===== config.mk =====
export PLATFORM = sky130hd
export DESIGN_NAME = voxel_ray_traversal_unit
export DESIGN_NICKNAME = d
export VERILOG_FILES = /design/src/rtl/core/vrt_pkg.sv /design/src/rtl/core/vrt_divider.sv /design/src/rtl/core/voxel_ray_traversal_unit.sv
export SDC_FILE = /design/constraint.sdc
export NUM_CORES = 2
export LEC_CHECK = 0
export ABC_AREA = 1
export BUFFER_PORTS_ARGS = -buffer_cell sky130_fd_sc_hd__buf_2
export CAP_MARGIN = 10
export CELL_PAD_IN_SITES_DETAIL_PLACEMENT = 0
export CELL_PAD_IN_SITES_GLOBAL_PLACEMENT = 1
export CORE_UTILIZATION = 49
export CTS_CLUSTER_DIAMETER = 60
export CTS_CLUSTER_SIZE = 30
export DETAILED_ROUTE_END_ITERATION = 10
export PLACE_DENSITY_LB_ADDON = 0.1
export SLEW_MARGIN = 20
export SYNTH_ARGS = -nofsm -noshare
export SYNTH_HDL_FRONTEND = slang
export SYNTH_SLANG_ARGS = --single-unit

===== constraint.sdc =====
create_clock -name clk -period 30.7 [get_ports clk]
set_clock_uncertainty 0.05 [all_clocks]
set_input_delay 6.14 -clock clk [delete_from_list [all_inputs] [get_ports clk]]
set_output_delay 6.14 -clock clk [all_outputs]
set_load 0.01 [all_outputs]

===== src/rtl/core/vrt_pkg.sv =====
// Shared types and constants for the voxel ray traversal unit.
package vrt_pkg;

  localparam logic [1:0] RK_QUERY = 2'd0;
  localparam logic [1:0] RK_HIT   = 2'd1;
  localparam logic [1:0] RK_MISS  = 2'd2;

  localparam logic KIND_START  = 1'b0;
  localparam logic KIND_ANSWER = 1'b1;

  localparam logic [1:0] AXIS_NONE = 2'd3;

  localparam logic [31:0] TIME_MAX   = 32'hFFFF_FFFF;
  localparam logic [11:0] BUDGET_MAX = 12'd4095;

  // Request to the shared divider.
  typedef struct packed {
    logic        start;
    logic [63:0] dividend;
    logic [31:0] divisor;
  } div_req_t;

  typedef struct packed {
    logic        done;
    logic [31:0] quot;   // saturated to 32 bits
  } div_rsp_t;

endpackage


===== src/rtl/core/vrt_divider.sv =====
// Restoring radix-2 divider, one quotient bit a cycle, saturating to 32 bits.
module vrt_divider (
  input  logic              clk,
  input  logic              rst,
  input  vrt_pkg::div_req_t req,
  output vrt_pkg::div_rsp_t rsp
);

  logic [63:0] quot;
  logic [32:0] rem;
  logic [31:0] dvs;
  logic [6:0]  cnt;
  logic        running;
  logic        done;
  logic [32:0] trial;
  logic [32:0] shifted;

  assign shifted = {rem[31:0], quot[63]};
  assign trial   = shifted - {1'b0, dvs};

  always_ff @(posedge clk) begin
    if (rst) begin
      running <= 1'b0;
      cnt     <= '0;
      done    <= 1'b0;
    end else begin
      done <= 1'b0;
      if (req.start) begin
        running <= 1'b1;
        cnt     <= 7'd64;
        quot    <= req.dividend;
        rem     <= '0;
        dvs     <= req.divisor;
      end else if (running) begin
        if (!trial[32]) begin
          rem  <= trial;
          quot <= {quot[62:0], 1'b1};
        end else begin
          rem  <= shifted;
          quot <= {quot[62:0], 1'b0};
        end
        cnt <= cnt - 7'd1;
        if (cnt == 7'd1) begin
          running <= 1'b0;
          done    <= 1'b1;
        end
      end
    end
  end

  // The final quotient is the shifted value computed in the last step.
  logic [63:0] q_final;
  assign q_final  = quot;
  assign rsp.done = done;
  assign rsp.quot = (q_final[63:32] != 32'd0) ? vrt_pkg::TIME_MAX : q_final[31:0];

endmodule


===== src/rtl/core/voxel_ray_traversal_unit.sv =====
// Top level of the voxel ray traversal unit: DDA sequencer around a shared divider.
//
//  channel | direction | handshake          | contents
//  s_axis  | in        | tvalid/tready      | tuser=kind, tdata=origin, dir, max_dist, occupied
//  m_axis  | out       | tvalid/tready      | tuser=result_kind, tdata=voxel, hit point, normal
//
// A start request runs six divisions one after another in the single shared divider: each
// is issued in ST_DIV and its quotient collected in ST_WAIT, a division on an axis with
// zero direction is skipped, and ST_STEP then forms the first query. An answer request for
// a miss takes the DDA step in ST_STEP, then forms the next query; a hit report does one
// multiply per axis in ST_HIT, registered before the add that saturates each coordinate.
// Reset (rst, synchronous) returns the block to idle with no ray active.
// s_axis_tready is low while a request is being worked on or a result is held
// waiting for m_axis_tready.
module voxel_ray_traversal_unit #(
  parameter int FRAC_BITS   = 16,
  parameter int VOXEL_BITS  = 16,
  parameter int STEP_FACTOR = 3
) (
  input  logic         clk,
  input  logic         rst,
  input  logic         s_axis_tvalid,
  output logic         s_axis_tready,
  // [31:0] start_x, [63:32] start_y, [95:64] start_z, [127:96] dir_x,
  // [159:128] dir_y, [191:160] dir_z, [217:192] max_dist, [218] occupied
  input  logic [223:0] s_axis_tdata,
  input  logic         s_axis_tuser,   // [0] kind
  output logic         m_axis_tvalid,
  input  logic         m_axis_tready,
  // [15:0] voxel_x, [31:16] voxel_y, [47:32] voxel_z, [79:48] hit_point_x,
  // [111:80] hit_point_y, [143:112] hit_point_z, [145:144] normal_x,
  // [147:146] normal_y, [149:148] normal_z
  output logic [151:0] m_axis_tdata,
  output logic [1:0]   m_axis_tuser    // [1:0] result_kind
);

  localparam logic [63:0] ONE_FX = 64'd1 << FRAC_BITS;
  localparam logic [63:0] FRAC_MASK = ONE_FX - 64'd1;

  // Sequencer states, one-hot.
  typedef enum logic [5:0] {
    ST_IDLE  = 6'b000001,
    ST_DIV   = 6'b000010,
    ST_WAIT  = 6'b000100,
    ST_STEP  = 6'b001000,
    ST_HIT   = 6'b010000,
    ST_OUT   = 6'b100000
  } state_t;

  state_t state;

  logic                  busy;
  logic signed [VOXEL_BITS-1:0] cur_voxel [3];
  logic [31:0]           boundary_time [3];
  logic [31:0]           crossing_step [3];
  logic                  step_sign [3];
  logic [31:0]           ray_time;
  logic [11:0]           step_count;
  logic [11:0]           step_budget;
  logic [25:0]           dist_limit;
  logic signed [31:0]    ray_origin [3];
  logic signed [31:0]    ray_dir [3];
  logic [1:0]            last_axis;
  logic [63:0]           dm [3];
  logic [2:0]            div_idx;    // 0..5: boundary x,y,z then crossing x,y,z
  logic [1:0]            hit_idx;
  logic                  pending_step;

  logic [1:0]            o_kind;
  logic [15:0]           o_vox [3];
  logic [31:0]           o_hp [3];
  logic [1:0]            o_nrm [3];

  vrt_pkg::div_req_t div_req;
  vrt_pkg::div_rsp_t div_rsp;

  vrt_divider u_div (.clk(clk), .rst(rst), .req(div_req), .rsp(div_rsp));

  logic s_fire;
  assign s_axis_tready = (state == ST_IDLE);
  assign s_fire        = s_axis_tvalid && s_axis_tready;
  assign m_axis_tvalid = (state == ST_OUT);
  assign m_axis_tuser  = o_kind;
  assign m_axis_tdata  = {2'b00, o_nrm[2], o_nrm[1], o_nrm[0], o_hp[2], o_hp[1], o_hp[0],
                          o_vox[2], o_vox[1], o_vox[0]};

  // Divider operand selection.
  logic [1:0] dax;
  logic [31:0] dmag;
  assign dax  = (div_idx >= 3'd3) ? 2'(div_idx - 3'd3) : div_idx[1:0];
  assign dmag = ray_dir[dax][31] ? 32'(-ray_dir[dax]) : ray_dir[dax];
  assign div_req.start    = (state == ST_DIV) && (ray_dir[dax] != 32'sd0);
  assign div_req.dividend = (div_idx >= 3'd3) ? (ONE_FX << FRAC_BITS)
                                              : (dm[dax] << FRAC_BITS);
  assign div_req.divisor  = dmag;

  // DDA axis choice: strict less-than, so x wins only when strictly smallest and a y-z tie goes to z.
  logic [1:0] ax;
  always_comb begin
    if (boundary_time[0] < boundary_time[1] && boundary_time[0] < boundary_time[2]) ax = 2'd0;
    else if (boundary_time[1] < boundary_time[2]) ax = 2'd1;
    else ax = 2'd2;
  end

  logic [32:0] bt_sum;
  assign bt_sum = {1'b0, boundary_time[ax]} + {1'b0, crossing_step[ax]};

  // Hit point: one 32x32 multiply per cycle, registered before the add.
  logic [31:0] hmag;
  logic [63:0] prod;
  logic [63:0] prod_q;
  logic        neg_q;
  logic [1:0]  hax_q;
  logic        prod_v;
  assign hmag = ray_dir[hit_idx][31] ? 32'(-ray_dir[hit_idx]) : ray_dir[hit_idx];
  assign prod = 64'(hmag) * 64'(ray_time);

  // The scaled offset can reach well beyond 32 bits before saturation.
  logic [55:0]        qmag;
  logic signed [57:0] qv;
  logic signed [57:0] hsum;
  always_comb begin
    if (neg_q) qmag = 56'((prod_q + FRAC_MASK) >> FRAC_BITS);
    else       qmag = 56'(prod_q >> FRAC_BITS);
    qv   = neg_q ? -$signed({2'b00, qmag}) : $signed({2'b00, qmag});
    hsum = 58'(ray_origin[hax_q]) + qv;
  end

  // Start-item decode.
  logic signed [31:0] in_s [3];
  logic signed [31:0] in_d [3];
  assign in_s[0] = s_axis_tdata[31:0];
  assign in_s[1] = s_axis_tdata[63:32];
  assign in_s[2] = s_axis_tdata[95:64];
  assign in_d[0] = s_axis_tdata[127:96];
  assign in_d[1] = s_axis_tdata[159:128];
  assign in_d[2] = s_axis_tdata[191:160];
  logic [25:0] in_max;
  assign in_max = s_axis_tdata[217:192];
  logic [31:0] budget_raw;
  assign budget_raw = 32'((64'(in_max) * 64'(STEP_FACTOR)) >> FRAC_BITS);

  logic walk_ok;
  assign walk_ok = (ray_time < 32'(dist_limit)) && (step_count < step_budget);

  always_ff @(posedge clk) begin
    if (rst) begin
      state <= ST_IDLE;
      busy  <= 1'b0;
      last_axis <= vrt_pkg::AXIS_NONE;
      prod_v <= 1'b0;
      div_idx <= '0;
      hit_idx <= '0;
      pending_step <= 1'b0;
    end else begin
      case (state)
        ST_IDLE: begin
          if (s_fire) begin
            if (s_axis_tuser == vrt_pkg::KIND_START) begin
              for (int i = 0; i < 3; i++) begin
                logic [31:0] biased;
                biased = 32'(in_s[i]) ^ 32'h8000_0000;
                ray_origin[i] <= in_s[i];
                ray_dir[i]    <= in_d[i];
                cur_voxel[i]  <= VOXEL_BITS'(in_s[i] >>> FRAC_BITS);
                step_sign[i]  <= (in_d[i] > 32'sd0);
                dm[i] <= (in_d[i] > 32'sd0) ? (ONE_FX - (64'(biased) & FRAC_MASK))
                                            : (64'(biased) & FRAC_MASK);
                boundary_time[i] <= vrt_pkg::TIME_MAX;
                crossing_step[i] <= vrt_pkg::TIME_MAX;
              end
              ray_time    <= '0;
              step_count  <= '0;
              dist_limit  <= in_max;
              step_budget <= (budget_raw > 32'(vrt_pkg::BUDGET_MAX)) ? vrt_pkg::BUDGET_MAX
                                                                    : budget_raw[11:0];
              last_axis   <= vrt_pkg::AXIS_NONE;
              busy        <= 1'b1;
              div_idx     <= '0;
              state       <= ST_DIV;
            end else if (busy) begin
              if (s_axis_tdata[218]) begin
                hit_idx <= 2'd0;
                prod_v  <= 1'b0;
                o_kind  <= vrt_pkg::RK_HIT;
                // The normal points against the step on the last crossed axis.
                for (int i = 0; i < 3; i++) begin
                  o_vox[i] <= 16'(cur_voxel[i]);
                  o_nrm[i] <= (last_axis == 2'(i)) ? (step_sign[i] ? 2'b11 : 2'b01) : 2'b00;
                end
                busy  <= 1'b0;
                state <= ST_HIT;
              end else begin
                state <= ST_STEP;
              end
            end
          end
        end
        ST_DIV: begin
          if (ray_dir[dax] != 32'sd0) state <= ST_WAIT;
          else if (div_idx == 3'd5) begin
            pending_step <= 1'b1;
            state <= ST_STEP;
          end else div_idx <= div_idx + 3'd1;
        end
        ST_WAIT: begin
          if (div_rsp.done) begin
            if (div_idx >= 3'd3) crossing_step[dax] <= div_rsp.quot;
            else boundary_time[dax] <= div_rsp.quot;
            if (div_idx == 3'd5) begin
              pending_step <= 1'b1;
              state <= ST_STEP;
            end else begin
              div_idx <= div_idx + 3'd1;
              state <= ST_DIV;
            end
          end
        end
        ST_STEP: begin
          // Either the emit after setup (pending_step) or a DDA advance then emit.
          if (pending_step) begin
            pending_step <= 1'b0;
            for (int i = 0; i < 3; i++) begin
              o_vox[i] <= walk_ok ? 16'(cur_voxel[i]) : 16'd0;
              o_hp[i]  <= '0;
              o_nrm[i] <= '0;
            end
            if (walk_ok) o_kind <= vrt_pkg::RK_QUERY;
            else begin
              o_kind <= vrt_pkg::RK_MISS;
              busy   <= 1'b0;
            end
            state <= ST_OUT;
          end else begin
            cur_voxel[ax] <= step_sign[ax] ? cur_voxel[ax] + VOXEL_BITS'(1)
                                           : cur_voxel[ax] - VOXEL_BITS'(1);
            ray_time <= boundary_time[ax];
            boundary_time[ax] <= bt_sum[32] ? vrt_pkg::TIME_MAX : bt_sum[31:0];
            last_axis <= ax;
            if (step_count < vrt_pkg::BUDGET_MAX) step_count <= step_count + 12'd1;
            pending_step <= 1'b1;
          end
        end
        ST_HIT: begin
          prod_q <= prod;
          neg_q  <= ray_dir[hit_idx][31];
          hax_q  <= hit_idx;
          prod_v <= 1'b1;
          if (prod_v) begin
            if (hsum > 58'sd2147483647) o_hp[hax_q] <= 32'h7FFF_FFFF;
            else if (hsum < -58'sd2147483648) o_hp[hax_q] <= 32'h8000_0000;
            else o_hp[hax_q] <= hsum[31:0];
          end
          if (prod_v && hax_q == 2'd2) state <= ST_OUT;
          else if (hit_idx != 2'd2) hit_idx <= hit_idx + 2'd1;
        end
        ST_OUT: begin
          if (m_axis_tready) state <= ST_IDLE;
        end
        default: state <= ST_IDLE;
      endcase
    end
  end

  // A miss report carries nothing but its kind.
  a_miss_clear: assert property (@(posedge clk) disable iff (rst)
    (m_axis_tvalid && m_axis_tuser == vrt_pkg::RK_MISS) |-> (m_axis_tdata == '0))
    else $error("miss report with payload");

  // No request is accepted while a result is held.
  a_no_accept_out: assert property (@(posedge clk) disable iff (rst)
    m_axis_tvalid |-> !s_axis_tready)
    else $error("accepted while result pending");

  // A query never carries a face normal.
  a_query_nrm: assert property (@(posedge clk) disable iff (rst)
    (m_axis_tvalid && m_axis_tuser == vrt_pkg::RK_QUERY) |-> (m_axis_tdata[149:144] == '0))
    else $error("query with normal");

endmodule

# Word level (Yosys, flattened, before mapping)

Memory sizes are Yosys's and may differ from the RTL's. A register that Yosys moved wholly into a read port is not among the register bits.
Cells that the tools add are included.

Register bits after elaboration: 304
Latch bits: 0
RAM bits: 777
Memory bits (read-only): 0
Input port bits: 229
Output and inout bits: 156
Logic and storage cells: 307
Memories: 10

Add/sub/neg operators: 17
$mul: 2
Divide/modulo/power cells: 0
$lt $le $gt $ge: 13
Eq/ne operators: 29
Shift-type cells: 0
Mux-type cells: 168
Bitwise gates (word level): 11
Reductions and logical operators: 34

Memories:

| name          | depth | bits a word | read ports | clocked after Yosys merged registers in | write ports | RTL line                       | text |
|---|---|---|---|---|---|---|---|
| dm            | 3     | 64          | 1          | 0                                       | 3           | voxel_ray_traversal_unit.sv:64 | `logic [63:0] dm [3];` |
| boundary_time | 3     | 32          | 4          | 0                                       | 3           | voxel_ray_traversal_unit.sv:54 | `logic [31:0] boundary_time [3];` |
| crossing_step | 3     | 32          | 1          | 0                                       | 3           | voxel_ray_traversal_unit.sv:55 | `logic [31:0] crossing_step [3];` |
| o_hp          | 3     | 32          | 3          | 0                                       | 3           | voxel_ray_traversal_unit.sv:71 | `logic [31:0] o_hp [3];` |
| ray_dir       | 3     | 32          | 2          | 1                                       | 3           | voxel_ray_traversal_unit.sv:62 | `logic signed [31:0] ray_dir [3];` |
| ray_origin    | 3     | 32          | 1          | 1                                       | 3           | voxel_ray_traversal_unit.sv:61 | `logic signed [31:0] ray_origin [3];` |
| +4 memories   | -     | -           | -          | -                                       | -           | -                              |  |

Operators by type and width:

| cell                     | count |
|---|---|
| $mux W32                 | 14 |
| $mux W64                 | 6 |
| $mux W16                 | 8 |
| $reduce_or A32 Y1        | 4 |
| $gt A32 B1 Y1 const B    | 3 |
| $lt A32 B32 Y1           | 3 |
| $mux W1                  | 70 |
| $mux W2                  | 35 |
| $add A64 B16 Y64 const B | 1 |
| $mul A32 B32 Y64         | 1 |
| $neg A32 Y32             | 2 |
| $pmux W32 S2             | 1 |
| $reduce_bool A32 Y1      | 2 |
| $add A32 B58 Y58         | 1 |
| $gt A58 B32 Y1 const B   | 1 |
| $lt A58 B32 Y1 const B   | 1 |
| $mux W58                 | 1 |
| $neg A56 Y58             | 1 |
| $mux W6                  | 9 |
| $sub A17 B16 Y18 const A | 3 |
| $mux W12                 | 4 |
| $mux W48                 | 1 |
| $pmux W6 S6              | 1 |
| $add A32 B32 Y33         | 1 |
| 53 further kinds         | 100 |

# Depth between registers and ports, before layout

Depth after elaboration: 16
Gate-level depth with buffers: 54

# By module

Synthesis repeated with hierarchy kept, for this count alone.

Cell total of the unflattened synthesis: 10993
Area total of the unflattened synthesis: 90874.7 sq um

By module, submodules not included:

| module                   | instances | cells each | area each (sq um) | sequential area each (sq um) |
|---|---|---|---|---|
| voxel_ray_traversal_unit | 1         | 9839       | 82286.4           | 23943.0 |
| vrt_divider              | 1         | 1154       | 8588.2            | 4023.9 |

# Least setup slack after synthesis

OpenSTA, ideal clock, no wires.

Path kind: input -> register
Start: input rst
End: memory boundary_time[1][0], enable pin
Setup time: 0.466 ns
Data arrival time: 28.353 ns
Path slack: 1.832 ns
Stages on the path: 4
Path buffers: 1
Cells stage by stage: clkbuf_1 nor3_1 inv_1 o21ai_0

RTL lines:

| what               | RTL line                       | text |
|---|---|---|
| start: declaration | voxel_ray_traversal_unit.sv:21 | `input logic rst,` |
| end: declaration   | voxel_ray_traversal_unit.sv:54 |  |

==> results.sh <==
export IMPL_syn_avg_cell_area_sq_um=8.56
export IMPL_drc=0
export IMPL_ys_ff_latch=941
export IMPL_start_util_pct=49.5
export IMPL_syn_inst=10500
export IMPL_drive_gt1_share_pct=8.88
export IMPL_synth_compound_area_share_pct=8.01
export IMPL_dp_hpwl_mm=243
export IMPL_synth_top_family_by_area="adder cells"
export IMPL_synth_main_ff_cell="edfxtp_1"
export IMPL_core_sq_mm=0.181
export IMPL_finalSetupTns_ps=0
export IMPL_finalCritPeriodShare_pct=40.7
export IMPL_drt_total_wl_mm=310
export IMPL_fin_nets=12400
export IMPL_numCtsBuffers=86
export IMPL_worst_slew_pin_transition_ps=1140
export IMPL_report_final_hold_viol_count=0
export IMPL_dieArea_sq_mm=0.185
export IMPL_slew_viol_final=0
export IMPL_ios=385
export IMPL_max_freq_ghz=0.0801
export IMPL_synthMuxAreaShare_pct=0
export IMPL_grt_max_degree=89
export IMPL_worst_setup_path_type="flop to flop"
export IMPL_tritoncts="done"
export IMPL_antenna_left=0
export IMPL_overflow=0
export IMPL_grt_pass1_vias=73100
export IMPL_postCtsSetupBuffers=0
export IMPL_cpMaxStageDelayCell="inv_2"
export IMPL_status="finished clean"
export IMPL_fp_row_count=156
export IMPL_relSlewSlack_pct=23.0
export IMPL_hold_buffers=0
export IMPL_grt_first_pass_wirelength_mm=461
export IMPL_netlist_cell_type_count=75
export IMPL_clockBufferDepth=3
export IMPL_seq_area_frac_synth_pct=31.2
export IMPL_grt_usage_pct=33.6
export IMPL_numClockSinks=941
export IMPL_yosys_area_share_adder_pct=28.1
export IMPL_port_buffers=377
export IMPL_crit_path_start_kind="flop"
export IMPL_first_iter_violations=5962
export IMPL_ctsResizeCount=0
export IMPL_yosys_area_share_xor_xnor_pct=3.04
export IMPL_worstPathArrival_ps=12860
export IMPL_cap_violations=0
export IMPL_viasPerCell=5.51
export IMPL_post_route_util_pct=53.8
export IMPL_clk_pin_slew_ps=70
export IMPL_cpPeakStageDelay_ps=940
export IMPL_syn_to_final_growth_pct=8.69
export IMPL_rsz0062_at_grt="false"
export IMPL_synth_edf_count=912
export IMPL_worstSetupEndpointType="flop"
export IMPL_yosys_warnings=0
export IMPL_htreeDepth=3
export IMPL_vias=72800
export IMPL_wl_per_cell_um=23.4
export IMPL_required_ps=31080
export IMPL_synth_top_area_share_pct=30.6
export IMPL_min_period_ps=12490
export IMPL_antenna_found_initial=71
export IMPL_netlist_area_sq_mm=0.0896
export IMPL_clk_latency_ps=780
export IMPL_die_h_um=430
export IMPL_globalplace_congestion=1.00
export IMPL_yosys_area_top_type="edfxtp_1"
export IMPL_setup_viol=0
export IMPL_hold_class="flop to flop"
export IMPL_synth_simple_gate_area_share_pct=19.4
export IMPL_critPathMaxFanout=38
export IMPL_async_flop_share_pct=0
export IMPL_drtPass1Iterations=5
export IMPL_die_x_um=430
export IMPL_synth_area_leaders="edfxtp_1 (31%), fa_1 (20%), nand2_1 (11%), inv_1 (8.2%), ha_1 (8.0%)"
export IMPL_cts_root_buf="clkbuf_16"
stage by stage:
stage	cell area (sq um)	std cells	setup slack (ps)	hold slack, ps
3_5_place_dp	93900	13000	18420	410
5_1_grt	97300	13200	17610	440
3_3_place_gp	93900	13000	18510	401
6_report	97400	13200	18210	423
4_1_cts	97200	13200	18340	421
2_1_floorplan	89600	10500	1830	390
path summary, 6_finish.rpt:
path,start,endpoint,slack [ps],cells after the start
min reg2reg,prod_v,prod_v,420,2
min,prod_v,prod_v,420,2
max,flop,prod_q[63],18210,48
max reg2reg,flop,prod_q[63],18210,48
placed cells by master (no fill, tap or decap), types with 14 or more instances in the layout:
cell | synthesis | final
nand2_1 | 2516 | 2509
inv_1 | 1958 | 1958
nor2_1 | 1015 | 1007
edfxtp_1 | 912 | 912
fa_1 | 900 | 900
ha_1 | 574 | 574
a21oi_1 | 481 | 480
buf_2 | 57 | 377
o21ai_0 | 259 | 253
nand3_1 | 242 | 239
xor2_1 | 195 | 195
buf_4 | 15 | 119
xnor2_1 | 110 | 110
nand4_1 | 104 | 104
clkbuf_16 | 0 | 86
nor3_1 | 87 | 84
a21oi_2 | 69 | 68
o22ai_1 | 66 | 66
diode_2 | 0 | 65
nor4_1 | 64 | 64
inv_2 | 47 | 48
a31oi_1 | 45 | 45
o21bai_1 | 42 | 42
o221ai_1 | 41 | 41
nand2_4 | 27 | 29
o211ai_1 | 29 | 29
dfxtp_1 | 29 | 29
nand2_2 | 23 | 28
nor2_2 | 23 | 24
o21a_1 | 21 | 21
or2_2 | 21 | 21
a211oi_1 | 19 | 19
nor2_4 | 12 | 19
a22oi_1 | 18 | 18
a21o_1 | 17 | 17
nand3b_1 | 16 | 16
a31o_2 | 16 | 16
and2_1 | 15 | 15
clkinv_1 | 11 | 14
metal layers:
| metal | wire (um) | GRT usage [%] | vias to the layer above | share of wire, % |
|---|---|---|---|---|
| li1 | - | - | 33700 | - |
| met1 | 127000 | 44.4 | 35800 | 41 |
| met2 | 145000 | 54.3 | 2766 | 47 |
| met3 | 22900 | 5.17 | 556 | 7.4 |
| met4 | 15300 | 15.3 | 4 | 4.9 |
| met5 | 22 | 0.104 | - | 0.0071 |
layout make-up:
cell class,instances,area [sq um]
multi-input cells,7173,52600
repair buffers,497,2790
clock buffers,88,2160
clock inverters,72,1110
diodes,65,163
flip-flops and latches,941,28000
well taps,2370,2970
fillers,17200,83800
inverters,2016,7570
sequential cells by signal, summed over array words and instances (netlist names), 64 cells and up, named ones only:
name / flops
prod_q: 64
crossing_step: 96
ray_origin: 96
boundary_time: 96
ray_dir: 96
o_hp: 96
u_div.q_final: 64
critical path, delay by kind of cell, from the launching register on:
kind	cells	cell delay, ps
buf+inv	14	2670
simple gates	17	2920
compound gates	6	1240
fa+ha+maj	10	4670
xor+xnor	1	200
flops	1	310
cells by family after synthesis:
kind of cell | Yosys count
simple gates | 4203
buf+inv | 2352
fa+ha+maj | 1474
compound gates | 1186
flops | 941
xor+xnor | 308
other cells | 1
Yosys cell counts (66+ instances only):
cell type / n
o21ai_0: 259
nand3_1: 242
clkbuf_1: 231
o22ai_1: 66
inv_1: 1958
xor2_1: 195
nand4_1: 104
nor2_1: 1015
edfxtp_1: 912
a21oi_1: 481
nand2_1: 2516
nor3_1: 87
a21oi_2: 69
xnor2_1: 110
ha_1: 574
fa_1: 900
Power is left out: the tool's default activity adds up to more than one toggle a clock period on the data nets, which glitch-free logic cannot reach.
